==> config.mk <==
export PLATFORM = sky130hd
export DESIGN_NAME = coil_winding_sequencer
export DESIGN_NICKNAME = d
export VERILOG_FILES = /design/src/rtl/core/cws_pkg.sv /design/src/rtl/core/coil_winding_sequencer.sv
export SDC_FILE = /design/constraint.sdc
export NUM_CORES = 1
export LEC_CHECK = 0
export BUFFER_PORTS_ARGS = -buffer_cell sky130_fd_sc_hd__buf_2
export CORE_MARGIN = 5
export CORE_UTILIZATION = 50
export DETAILED_ROUTE_END_ITERATION = 10
export PLACE_DENSITY_LB_ADDON = 0.08
export SYNTH_ARGS = -nofsm -noshare
export SYNTH_HDL_FRONTEND = slang
export SYNTH_SLANG_ARGS = --single-unit
==> constraint.sdc <==
create_clock -name clk -period 10.4 [get_ports clk]
set_input_delay 0 -clock clk [delete_from_list [all_inputs] [get_ports clk]]
set_output_delay 0 -clock clk [all_outputs]
set_load 0.01 [all_outputs]
==> src/rtl/core/cws_pkg.sv <==
// Shared types and constants for the coil winding sequencer.
// No dependencies; used by the top level and its port checker.
package cws_pkg;

  // Hall sensor averaging window, in samples
  localparam int WINDOW_SAMPLES = 20;

  localparam int SAMPLE_W = 10;
  localparam int SUM_W    = 15;
  localparam int COUNT_W  = 16;
  localparam int PWM_W    = 8;
  localparam int WIN_W    = $clog2(WINDOW_SAMPLES + 1);
  localparam int CFG_IDX_W = 3;
  localparam int CFG_DATA_W = 16;
  localparam int IN_TDATA_W = 16;
  localparam int OUT_TDATA_W = 32;

  // Exact floor divide by WINDOW_SAMPLES for any SUM_W-bit value:
  // multiply by a rounded-up reciprocal, then shift.
  localparam int DIV_SHIFT = SUM_W + $clog2(WINDOW_SAMPLES);
  localparam int MULT_W    = SUM_W + 2;
  localparam int PROD_W    = SUM_W + MULT_W;
  localparam logic [MULT_W-1:0] DIV_MULT =
    MULT_W'(((64'd1 << DIV_SHIFT) + 64'(WINDOW_SAMPLES) - 64'd1) / 64'(WINDOW_SAMPLES));

  localparam logic [PWM_W-1:0]   RAMP_STEP = 8'd10;
  localparam logic [PWM_W-1:0]   RAMP_CEIL = 8'd229;
  localparam logic [COUNT_W-1:0] TURNS_BEFORE_TRAVERSE = 16'd2;
  localparam logic [COUNT_W-1:0] COUNT_MAX = 16'hFFFF;
  localparam logic [WIN_W-1:0]   WINDOW_RELOAD = WIN_W'(WINDOW_SAMPLES);

  // Register reset values
  localparam logic [COUNT_W-1:0]  TARGET_TURNS_RST   = 16'd0;
  localparam logic [COUNT_W-1:0]  TRAVERSE_LIMIT_RST = 16'd46080;
  localparam logic [SAMPLE_W-1:0] LOW_THRESHOLD_RST  = 10'd400;
  localparam logic [SAMPLE_W-1:0] HIGH_THRESHOLD_RST = 10'd700;
  localparam logic [PWM_W-1:0]    PWM_INITIAL_RST    = 8'd50;

  typedef enum logic [CFG_IDX_W-1:0] {
    CFG_TARGET_TURNS   = 3'd0,
    CFG_TRAVERSE_LIMIT = 3'd1,
    CFG_LOW_THRESHOLD  = 3'd2,
    CFG_HIGH_THRESHOLD = 3'd3,
    CFG_PWM_INITIAL    = 3'd4
  } cfg_index_t;

  // Input item, last field in the lowest bit
  typedef struct packed {
    logic [1:0]          pad;
    logic [SAMPLE_W-1:0] sensor_sample;
    logic                ramp_tick;
    logic                abort_request;
    logic                stop_request;
    logic                start_request;
  } in_item_t;

  // Result item, last field in the lowest bit
  typedef struct packed {
    logic [3:0]         pad;
    logic               finished;
    logic [COUNT_W-1:0] turns_done;
    logic               running;
    logic [PWM_W-1:0]   pwm_duty;
    logic               direction;
    logic               step_level;
  } out_item_t;

endpackage

==> src/rtl/core/coil_winding_sequencer.sv <==
// Coil winding sequencer top level: run control, sensor filter, turn counter,
// traverse stepper and output skid stage. Depends on cws_pkg.

// One input item is one control tick and gives exactly one result item.
// Every item is handled in one pass: the next-state logic (one small
// constant-reciprocal multiply for the window average, a few compares and
// increments) sits between the state registers and the result register, so
// an item can be accepted on every clock. Results leave through an output
// register backed by a one-entry skid register; s_tready stays high until
// both are full, so a stalled consumer costs nothing until two results wait.
// A start request arms a run; the spindle PWM ramps by 10 per ramp tick up to
// 239; after more than two turns the traverse step output toggles each tick
// and reverses direction at traverse_limit. The hall sensor is averaged over
// 20 samples with hysteresis and each falling level counts a turn; reaching
// target_turns ends the run and pulses finished. Configuration writes are
// always taken (cfg_ready is tied high) and must only occur while idle.
module coil_winding_sequencer (
  input  logic                          clk,
  input  logic                          rst,
  // input item: start_request, stop_request, abort_request, ramp_tick,
  // sensor_sample[9:0], zero pad
  input  logic                          s_tvalid,
  output logic                          s_tready,
  input  logic [cws_pkg::IN_TDATA_W-1:0] s_tdata,
  // result item: step_level, direction, pwm_duty[7:0], running,
  // turns_done[15:0], finished, zero pad
  output logic                          m_tvalid,
  input  logic                          m_tready,
  output logic [cws_pkg::OUT_TDATA_W-1:0] m_tdata,
  // configuration write
  input  logic                          cfg_valid,
  output logic                          cfg_ready,
  input  logic [cws_pkg::CFG_IDX_W-1:0]  cfg_index,
  input  logic [cws_pkg::CFG_DATA_W-1:0] cfg_data
);
  import cws_pkg::*;

  // Configuration registers
  logic [COUNT_W-1:0]  target_turns;
  logic [COUNT_W-1:0]  traverse_limit;
  logic [SAMPLE_W-1:0] low_threshold;
  logic [SAMPLE_W-1:0] high_threshold;
  logic [PWM_W-1:0]    pwm_initial;

  // Sequencer state
  logic               run_flag,       run_flag_next;
  logic               turn_latch,     turn_latch_next;
  logic               sensor_level,   sensor_level_next;
  logic [SUM_W-1:0]   sample_sum,     sample_sum_next;
  logic [WIN_W-1:0]   window_left,    window_left_next;
  logic [COUNT_W-1:0] step_count,     step_count_next;
  logic               traverse_right, traverse_right_next;
  logic [COUNT_W-1:0] turn_count,     turn_count_next;
  logic [PWM_W-1:0]   pwm_level,      pwm_level_next;
  logic               step_toggle,    step_toggle_next;

  // Output register and skid register
  out_item_t out_item, skid_item, item_next;
  logic      out_valid, skid_valid;

  in_item_t         in_item;
  logic             accept;
  logic             armed;
  logic             finish;
  logic [PROD_W-1:0] avg_prod;
  logic [SUM_W-1:0] avg;

  assign in_item   = in_item_t'(s_tdata);
  assign accept    = s_tvalid && s_tready;
  assign s_tready  = !skid_valid;
  assign cfg_ready = 1'b1;
  assign m_tvalid  = out_valid;
  assign m_tdata   = OUT_TDATA_W'(out_item);

  // Window average: floor(sample_sum / WINDOW_SAMPLES) by reciprocal multiply
  assign avg_prod = PROD_W'(sample_sum) * PROD_W'(DIV_MULT);
  assign avg      = SUM_W'(avg_prod >> DIV_SHIFT);

  always_ff @(posedge clk) begin
    if (rst) begin
      target_turns   <= TARGET_TURNS_RST;
      traverse_limit <= TRAVERSE_LIMIT_RST;
      low_threshold  <= LOW_THRESHOLD_RST;
      high_threshold <= HIGH_THRESHOLD_RST;
      pwm_initial    <= PWM_INITIAL_RST;
    end else if (cfg_valid && cfg_ready) begin
      case (cfg_index)
        CFG_TARGET_TURNS:   target_turns   <= cfg_data;
        CFG_TRAVERSE_LIMIT: traverse_limit <= cfg_data;
        CFG_LOW_THRESHOLD:  low_threshold  <= cfg_data[SAMPLE_W-1:0];
        CFG_HIGH_THRESHOLD: high_threshold <= cfg_data[SAMPLE_W-1:0];
        CFG_PWM_INITIAL:    pwm_initial    <= cfg_data[PWM_W-1:0];
        default: ;
      endcase
    end
  end

  // Next state for one tick
  always_comb begin
    run_flag_next       = run_flag;
    turn_latch_next     = turn_latch;
    sensor_level_next   = sensor_level;
    sample_sum_next     = sample_sum;
    window_left_next    = window_left;
    step_count_next     = step_count;
    traverse_right_next = traverse_right;
    turn_count_next     = turn_count;
    pwm_level_next      = pwm_level;
    step_toggle_next    = step_toggle;
    finish              = 1'b0;

    armed = run_flag || in_item.start_request;

    if (armed && (step_count < traverse_limit)) begin
      if (turn_count >= target_turns) begin
        // run complete: clear and restore
        finish              = 1'b1;
        turn_latch_next     = 1'b0;
        step_count_next     = '0;
        traverse_right_next = 1'b1;
        turn_count_next     = '0;
        pwm_level_next      = pwm_initial;
      end else begin
        if (in_item.ramp_tick && (pwm_level <= RAMP_CEIL)) begin
          pwm_level_next = pwm_level + RAMP_STEP;
        end
        if (turn_count > TURNS_BEFORE_TRAVERSE) begin
          step_toggle_next = !step_toggle;
          step_count_next  = step_count + 1'b1;
        end
      end
    end else if (armed) begin
      // traverse end reached: reverse
      step_count_next     = '0;
      traverse_right_next = !traverse_right;
    end

    run_flag_next = armed && !finish;

    // Sensor filter and turn counter, only while the run stays armed
    if (run_flag_next) begin
      if (window_left > WIN_W'(1)) begin
        sample_sum_next  = sample_sum + SUM_W'(in_item.sensor_sample);
        window_left_next = window_left - 1'b1;
      end else begin
        sample_sum_next  = avg;
        window_left_next = WINDOW_RELOAD;
        if ((avg < SUM_W'(low_threshold)) && sensor_level) begin
          sensor_level_next = 1'b0;
        end
        if ((avg > SUM_W'(high_threshold)) && !sensor_level_next) begin
          sensor_level_next = 1'b1;
        end
      end
      if (!sensor_level_next && !turn_latch) begin
        if (turn_count != COUNT_MAX) begin
          turn_count_next = turn_count + 1'b1;
        end
        turn_latch_next = 1'b1;
      end else if (sensor_level_next && turn_latch) begin
        turn_latch_next = 1'b0;
      end
    end

    if (in_item.stop_request) begin
      run_flag_next = 1'b0;
    end
    if (in_item.abort_request) begin
      run_flag_next       = 1'b0;
      traverse_right_next = 1'b1;
    end

    item_next            = '0;
    item_next.step_level = step_toggle_next;
    item_next.direction  = traverse_right_next;
    item_next.pwm_duty   = run_flag_next ? pwm_level_next : '0;
    item_next.running    = run_flag_next;
    item_next.turns_done = turn_count_next;
    item_next.finished   = finish;
  end

  // State registers advance only on an accepted item
  always_ff @(posedge clk) begin
    if (rst) begin
      run_flag       <= 1'b0;
      turn_latch     <= 1'b0;
      sensor_level   <= 1'b1;
      sample_sum     <= '0;
      window_left    <= WINDOW_RELOAD;
      step_count     <= '0;
      traverse_right <= 1'b1;
      turn_count     <= '0;
      pwm_level      <= PWM_INITIAL_RST;
      step_toggle    <= 1'b0;
    end else if (accept) begin
      run_flag       <= run_flag_next;
      turn_latch     <= turn_latch_next;
      sensor_level   <= sensor_level_next;
      sample_sum     <= sample_sum_next;
      window_left    <= window_left_next;
      step_count     <= step_count_next;
      traverse_right <= traverse_right_next;
      turn_count     <= turn_count_next;
      pwm_level      <= pwm_level_next;
      step_toggle    <= step_toggle_next;
    end
  end

  // Output register with skid: park the new result when the output stalls
  always_ff @(posedge clk) begin
    if (rst) begin
      out_valid  <= 1'b0;
      skid_valid <= 1'b0;
    end else begin
      if (skid_valid && m_tready) begin
        out_valid  <= 1'b1;
        skid_valid <= 1'b0;
      end else if (accept) begin
        if (out_valid && !m_tready) begin
          skid_valid <= 1'b1;
        end else begin
          out_valid <= 1'b1;
        end
      end else if (m_tready) begin
        out_valid <= 1'b0;
      end
    end
  end

  always_ff @(posedge clk) begin
    if (skid_valid && m_tready) begin
      out_item <= skid_item;
    end else if (accept && !(out_valid && !m_tready)) begin
      out_item <= item_next;
    end
    if (accept && out_valid && !m_tready) begin
      skid_item <= item_next;
    end
  end

endmodule

==> summary.txt, run 1 <==
Floorplanning
  • Die W: 175 µm
  • Die footprint: 0.0307 mm²
  • Die H: 175 µm
  • Core area: 0.0270 mm²
  • Initial cell density of the core: 50.6%
  • I/O pin cnt: 75
  • Rows: 60

Timing
  • Tmin final: 8.70 ns
  • RSZ-0062 raised after global routing: false
  • Tcrit/Tclk final: 83.6%
  • Final setup margin: 1.70 ns
  • Clock skew: approximately 0.022 ns
  • Max Slew Vio Count: 0
  • Relative slew slack: 24.3%
  • Hold WS: 0.0408 ns
  • Final TNS setup: 0 ns
  • FMAX: 115 MHz
  • Final Setup Violations: 0
  • Hold Vio Cnt, Final: 0
  • Worst slew pin tran: about 1.1 ns

GRT
  • Largest net degree at the start of global routing: 76
  • Tot GR Track Use: about 22%
  • First-pass GRT wire length: 53.9 mm
  • Initial antenna violation count: 0
  • Grt ovf: 0
  • Vias in the first global route: ~11k

Clocking
  • Clk Latency, worst-skew pair: 0.45 ns
  • Root buffer cell: clkbuf_16
  • Clk buf depth: 2
  • CTS sink cnt: 183
  • CTS clock-pin slew for the worst setup and hold paths: around 0.08 ns
  • CTS tree: built
  • H-tree Lvls: 4
  • TritonCTS Buffers: 17
  • Post-CTS setup buffer count: 0

Hold path
  • Hold EP: skid_valid
  • Hold Path Depth: 2
  • Hold path start: rst
  • Worst hold path type: primary input to flip-flop

Final layout
  • Area grow syn2layout: 9.66%
  • Nets@finish: around 1.9k
  • Layout cells sized above 1: 8.95%
  • ANT cells: 0
  • Core Util, Final: 55.5%

Logic synthesis
  • Asr flop ratio synth: 0%
  • Post-synth top area share: a little under a fifth
  • Synthesis-stage register bit count: approximately 180
  • Distinct cells, synth: slightly below 80
  • Synth area leaders: dfxtp_1 19%, ha_1 16%, edfxtp_1 12%, fa_1 8.8%, nand2_1 5.2%
  • Sequential-to-total area share from yosys stat: 30.9%
  • Synth Flop Type: dfxtp_1
  • EDFF count, synth: between 50 and 60
  • Count leader, synth: nand2_1
  • Most instantiated cells after synthesis: 190 x nand2_1, 178 x ha_1, 178 x inv_1
  • Synth Cell Area: around 0.014 mm²
  • Mapped Cells: 1545
  • Mean Syn Cell Area: 8.84 µm²
  • Synth Warn #: 0
  • Largest area contributor in the netlist: dfxtp_1

Critical path
  • Reg2reg start: sample_sum[7]
  • Reg2Reg Setup Slack: 1.70 ns
  • Critical path startpoint category: flip-flop
  • Worst reg2reg path endpoint: turn_count[15]
  • Cells on worst reg2reg path: 27
  • Arrival @ worst endpoint: 9.04 ns
  • WS Path Type: flip-flop to flip-flop
  • CP Capture Type: flip-flop
  • Crit path required time: approximately 11 ns
  • Crit Path Max Fanout: 36

Place
  • Dpl ws: approximately 1.8 ns
  • GP Congestion: 0.886
  • Hpwl dp: approximately 25 mm
  • I/O Buffers: 67

Route
  • DR iter-0 viols: roughly 640
  • Residual DRC: 0
  • Routed len/inst: 16.8 µm
  • First-pass DRT Iterations: 7
  • Vias per inst: 5.62
  • Remaining antenna violation count after routing: 0
  • Via count: 11.0k
  • Final WL: 32.7 mm

Status
  • Outcome: finished clean

Power
  • VDD IR-drop max: 104 µV
  • Pwr dens: ~130 mW/mm²
  • Leak: 6.71 nW

Job
  • Max-Cap Viols: 0
-- sequential cells by signal (all words and copies together) (netlist names) --
register / count
skid_item: 28
traverse_right: 1
skid_valid: 1
run_flag: 1
m_tdata: 28
window_left: 5
pwm_initial: 8
pwm_level: 8
step_count: 16
turn_count: 16
turn_latch: 1
sample_sum: 15
high_threshold: 10
sensor_level: 1
traverse_limit: 16
step_toggle: 1
m_tvalid: 1
low_threshold: 10
target_turns: 16
-- through the flow --
step           cells  power [mW]  cell area, µm²
6_report        1950        2.02           15000
3_5_place_dp    1900        1.38           14200
3_3_place_gp    1900        1.36           14200
2_1_floorplan   1548        1.22           13700
4_1_cts         1950        2.04           15000
5_1_grt         1950        2.16           15000
-- worst max path at each step --
stage                     end           from  depth (start not counted)  slack (ns)
3_3_place_gp   turn_count[15]  sample_sum[7]                         27        1.81
4_1_cts        turn_count[15]  sample_sum[7]                         27        1.70
3_5_place_dp   turn_count[15]  sample_sum[7]                         27        1.78
6_report       turn_count[15]  sample_sum[7]                         27        1.70
2_1_floorplan     m_tdata[13]  sample_sum[4]                         29        2.95
5_1_grt        turn_count[15]  sample_sum[4]                         28        1.23
-- worst max-delay path, stage by stage, from the launching register on --
cell      delay [ns]
dfxtp_1         0.55
inv_1           0.15
ha_1            0.35
fa_1            0.51
inv_1           0.07
fa_1            0.51
fa_1            0.55
inv_1           0.06
fa_1            0.55
inv_1           0.06
ha_1            0.29
ha_1            0.35
and4_1          0.20
o21a_1          0.11
or2_2           0.35
a221o_1         0.37
a311oi_1        0.35
nor2b_1         0.13
or2_2           0.30
xnor2_1         0.15
ha_1            0.30
nand3_1         0.12
nor4_1          0.31
o21ai_0         0.13
o211a_1         0.33
o211ai_4        0.73
a21oi_2         0.35
a311oi_1        0.33
-- cell type report --
class / instances / area (µm²)
well taps: 341 / 427
flip-flops and latches: 183 / 4220
repair buffers: 94 / 586
multi-input cells: 1121 / 8470
fillers: 2483 / 12000
clock buffers: 18 / 429
inverters: 179 / 672
clock inverters: 14 / 160
-- layer usage --
metal | global-route usage, % | wire, µm | vias up
li1 | - | - | 5504
met1 | 29.8 | 15300 | 5162
met2 | 36.0 | 15300 | 258
met3 | 2.96 | 1570 | 37
met4 | 5.11 | 497 | 0
met5 | 0 | 0 | -
-- layout by cell type, fill, tap and decap left out, types with 9 or more instances in the layout --
cell type and count:
nand4_1 21, nand3b_1 16, buf_2 66, or3_1 13, xnor2_1 20, ha_1 178, a21o_1 12, and2_1 13
nand3_1 35, nor3_1 31, dlygate4sd3_1 18, and4_1 9, inv_1 178, nand2b_1 18, or4_1 18, a211oi_1 18
nor2b_1 11, dfxtp_1 127, or2_2 11, nor2_1 97, buf_4 10, clkbuf_16 17, a31oi_1 21, nand2_1 190
a21oi_1 105, edfxtp_1 56, o21ai_0 54, o21a_1 11, fa_1 60, xor2_1 13, o211ai_1 17, and3_1 17
-- logic make-up after synthesis --
logic type / count (synthesis) / synth area share, %
simple gates: 515 / 18.4
xor+xnor: 33 / 2.12
buf+inv: 244 / 7.12
other cells: 2 / 0.0550
flops: 183 / 30.9
fa+ha+maj: 238 / 25.1
mux: 9 / 0.724
compound gates: 321 / 15.5
-- timing repair --
action                    in CTS  in global routing
hold endpoints to repair      65                  0
gates resized for setup        0                  0
hold buffers                  18                  0
-- power breakdown --
group,internal (mW),total [mW],switching (mW)
combinational,0.227,0.585,0.359
clock,0.324,0.651,0.328
sequential,0.759,0.780,0.0208
Power figures use the tool's default switching activity.
==> run 2: changes to the inputs <==
clock period = 8.9 ns   (was 10.4 ns; I/O delays follow)
==> summary.txt, run 2 (synthesis gave the netlist of run 1 again) <==
Status
  • Outcome: finished clean

Final layout
  • Nets@finish: around 1.9k
  • Area grow syn2layout: 9.83%
  • Final Cell Area: 0.0150 mm²
  • Layout cells sized above 1: 9.11%
  • ANT cells: 0
  • Most frequent cells in the layout: 190 x nand2_1, 178 x inv_1, 178 x ha_1
  • Core Util, Final: 55.6%
  • Most common cell after layout, fill and taps aside: nand2_1
  • # fillers: 2505

Timing
  • Clock skew: between 0.01 and 0.015 ns
  • Final Setup Violations: 0
  • RSZ-0062 raised after global routing: false
  • FMAX: ~120 MHz
  • Tmin final: 8.39 ns
  • Final TNS setup: 0 ns
  • Hold Vio Cnt, Final: 0
  • Max Slew Vio Count: 0
  • Worst slew pin tran: 1.11 ns
  • Tcrit/Tclk final: 94.3%
  • Relative slew slack: 25.7%

Floorplanning
  • I/O pin cnt: 75
  • Core area: 0.0270 mm²
  • Initial cell density of the core: between 50% and 60%
  • Die H: about 180 µm
  • Rows: 60
  • Die W: 175 µm
  • Die footprint: 0.0307 mm²

Critical path
  • Crit Path Max Fanout: 36
  • Arrival @ worst endpoint: 8.66 ns
  • Slowest library cell on the worst path: fa_1
  • Critical path buffers and inverters: 5
  • Crit path required time: 9.17 ns
  • CP Capture Type: flip-flop
  • Critical path startpoint category: flip-flop
  • Crit path largest cell delay: 0.57 ns
  • CP delay by family, top: adder cells
  • WS Path Type: flip-flop to flip-flop

GRT
  • First-pass GRT wire length: approximately 54 mm
  • Initial antenna violation count: 0
  • Vias in the first global route: 10.4k
  • Largest net degree at the start of global routing: 83
  • Grt ovf: 0
  • Tot GR Track Use: 21.5%

Route
  • Via count: 10.9k
  • Remaining antenna violation count after routing: 0
  • Vias per inst: 5.60
  • Routed len/inst: 16.7 µm
  • First-pass DRT Iterations: 5
  • DR iter-0 viols: 652
  • Final WL: 32.7 mm
  • Residual DRC: 0

Clocking
  • Post-CTS Resized: 0
  • H-tree Lvls: 4
  • Root buffer cell: clkbuf_16
  • TritonCTS Buffers: 17
  • Clk Latency, worst-skew pair: 0.45 ns
  • CTS clock-pin slew for the worst setup and hold paths: 0.08 ns
  • Clk buf depth: 2
  • CTS sink cnt: ~180
  • CTS tree: built

Power
  • VDD IR-drop max: 115 µV
  • Leak: 6.73 nW
  • Pwr dens: about 160 mW/mm²

Hold path
  • Worst hold path type: primary input to flip-flop

Place
  • Area of placed instances: 0.0142 mm²
  • GP Congestion: 0.887
  • Hpwl dp: 24.8 mm
  • I/O Buffers: 67

Job
  • Max-Cap Viols: 0
run 2: cell count changes in the layout (fill, tap and decap cells not counted), sizes merged:
cell         before  now
dlygate4sd3      18   19
clkinvlp          2    1
clkinv            5    4
inv             186  188
buf              76   79
run 2: worst paths after layout:
path | slack [ns] | startpoint | endpoint | depth (start not counted)
worst min-delay path | 0.07 | s_tdata[1] | skid_item[2] | 3
worst min register to register | 0.46 | high_threshold[6] | high_threshold[6] | 2
worst max-delay path | 0.51 | sample_sum[4] | m_tdata[15] | 29
worst max register to register | 0.51 | sample_sum[4] | m_tdata[15] | 29
run 2: tightest hold or removal path, delay by kind of cell:
family / cells / cell delay, ns
buffers and inverters: 1 / 0.10
AND/OR/NAND/NOR: 2 / 0.24
run 2: power breakdown:
group / leakage, nW / internal [mW] / total, mW / switching, mW
clock: 0.281 / 0.378 / 0.767 / 0.390
sequential: 1.60 / 0.887 / 0.908 / 0.0207
combinational: 4.85 / 0.265 / 0.683 / 0.418
run 2: cell type report:
type                    count  area (µm²)  area share, %
flip-flops and latches    183        4220           28.2
clock inverters            14         151           1.01
clock buffers              18         429           2.86
inverters                 179         672           4.48
well taps                 341         427           2.85
repair buffers             98         618           4.12
multi-input cells        1121        8470           56.5
run 2: layer usage:
| layer | vias to the layer above | global-route usage (%) | part of all wire (%) |
|---|---|---|---|
| met5 | - | 0 | 0 |
| met4 | 0 | 5.04 | 1.5 |
| met3 | 33 | 2.86 | 3.7 |
| met2 | 216 | 35.7 | 47 |
| met1 | 5166 | 29.9 | 48 |
| li1 | 5520 | - | - |
run 2: stage by stage:
step           cells  hold WS, ns  worst slack (ns)  total power [mW]
6_report        1954       0.0679             0.508              2.36
5_1_grt         1954       0.0693             0.112              2.53
4_1_cts         1954       0.0596             0.522              2.38
3_5_place_dp    1903        0.246             0.573              1.60
3_3_place_gp    1903        0.242             0.644              1.59
2_1_floorplan   1548        0.118              1.45              1.43
run 2: timing repair:
action / CTS / global route
hold buffers: 19 / 0
setup buffers: 0 / 0
hold endpoints to repair: 68 / 0
endpoints found under the setup margin: 0 / 0
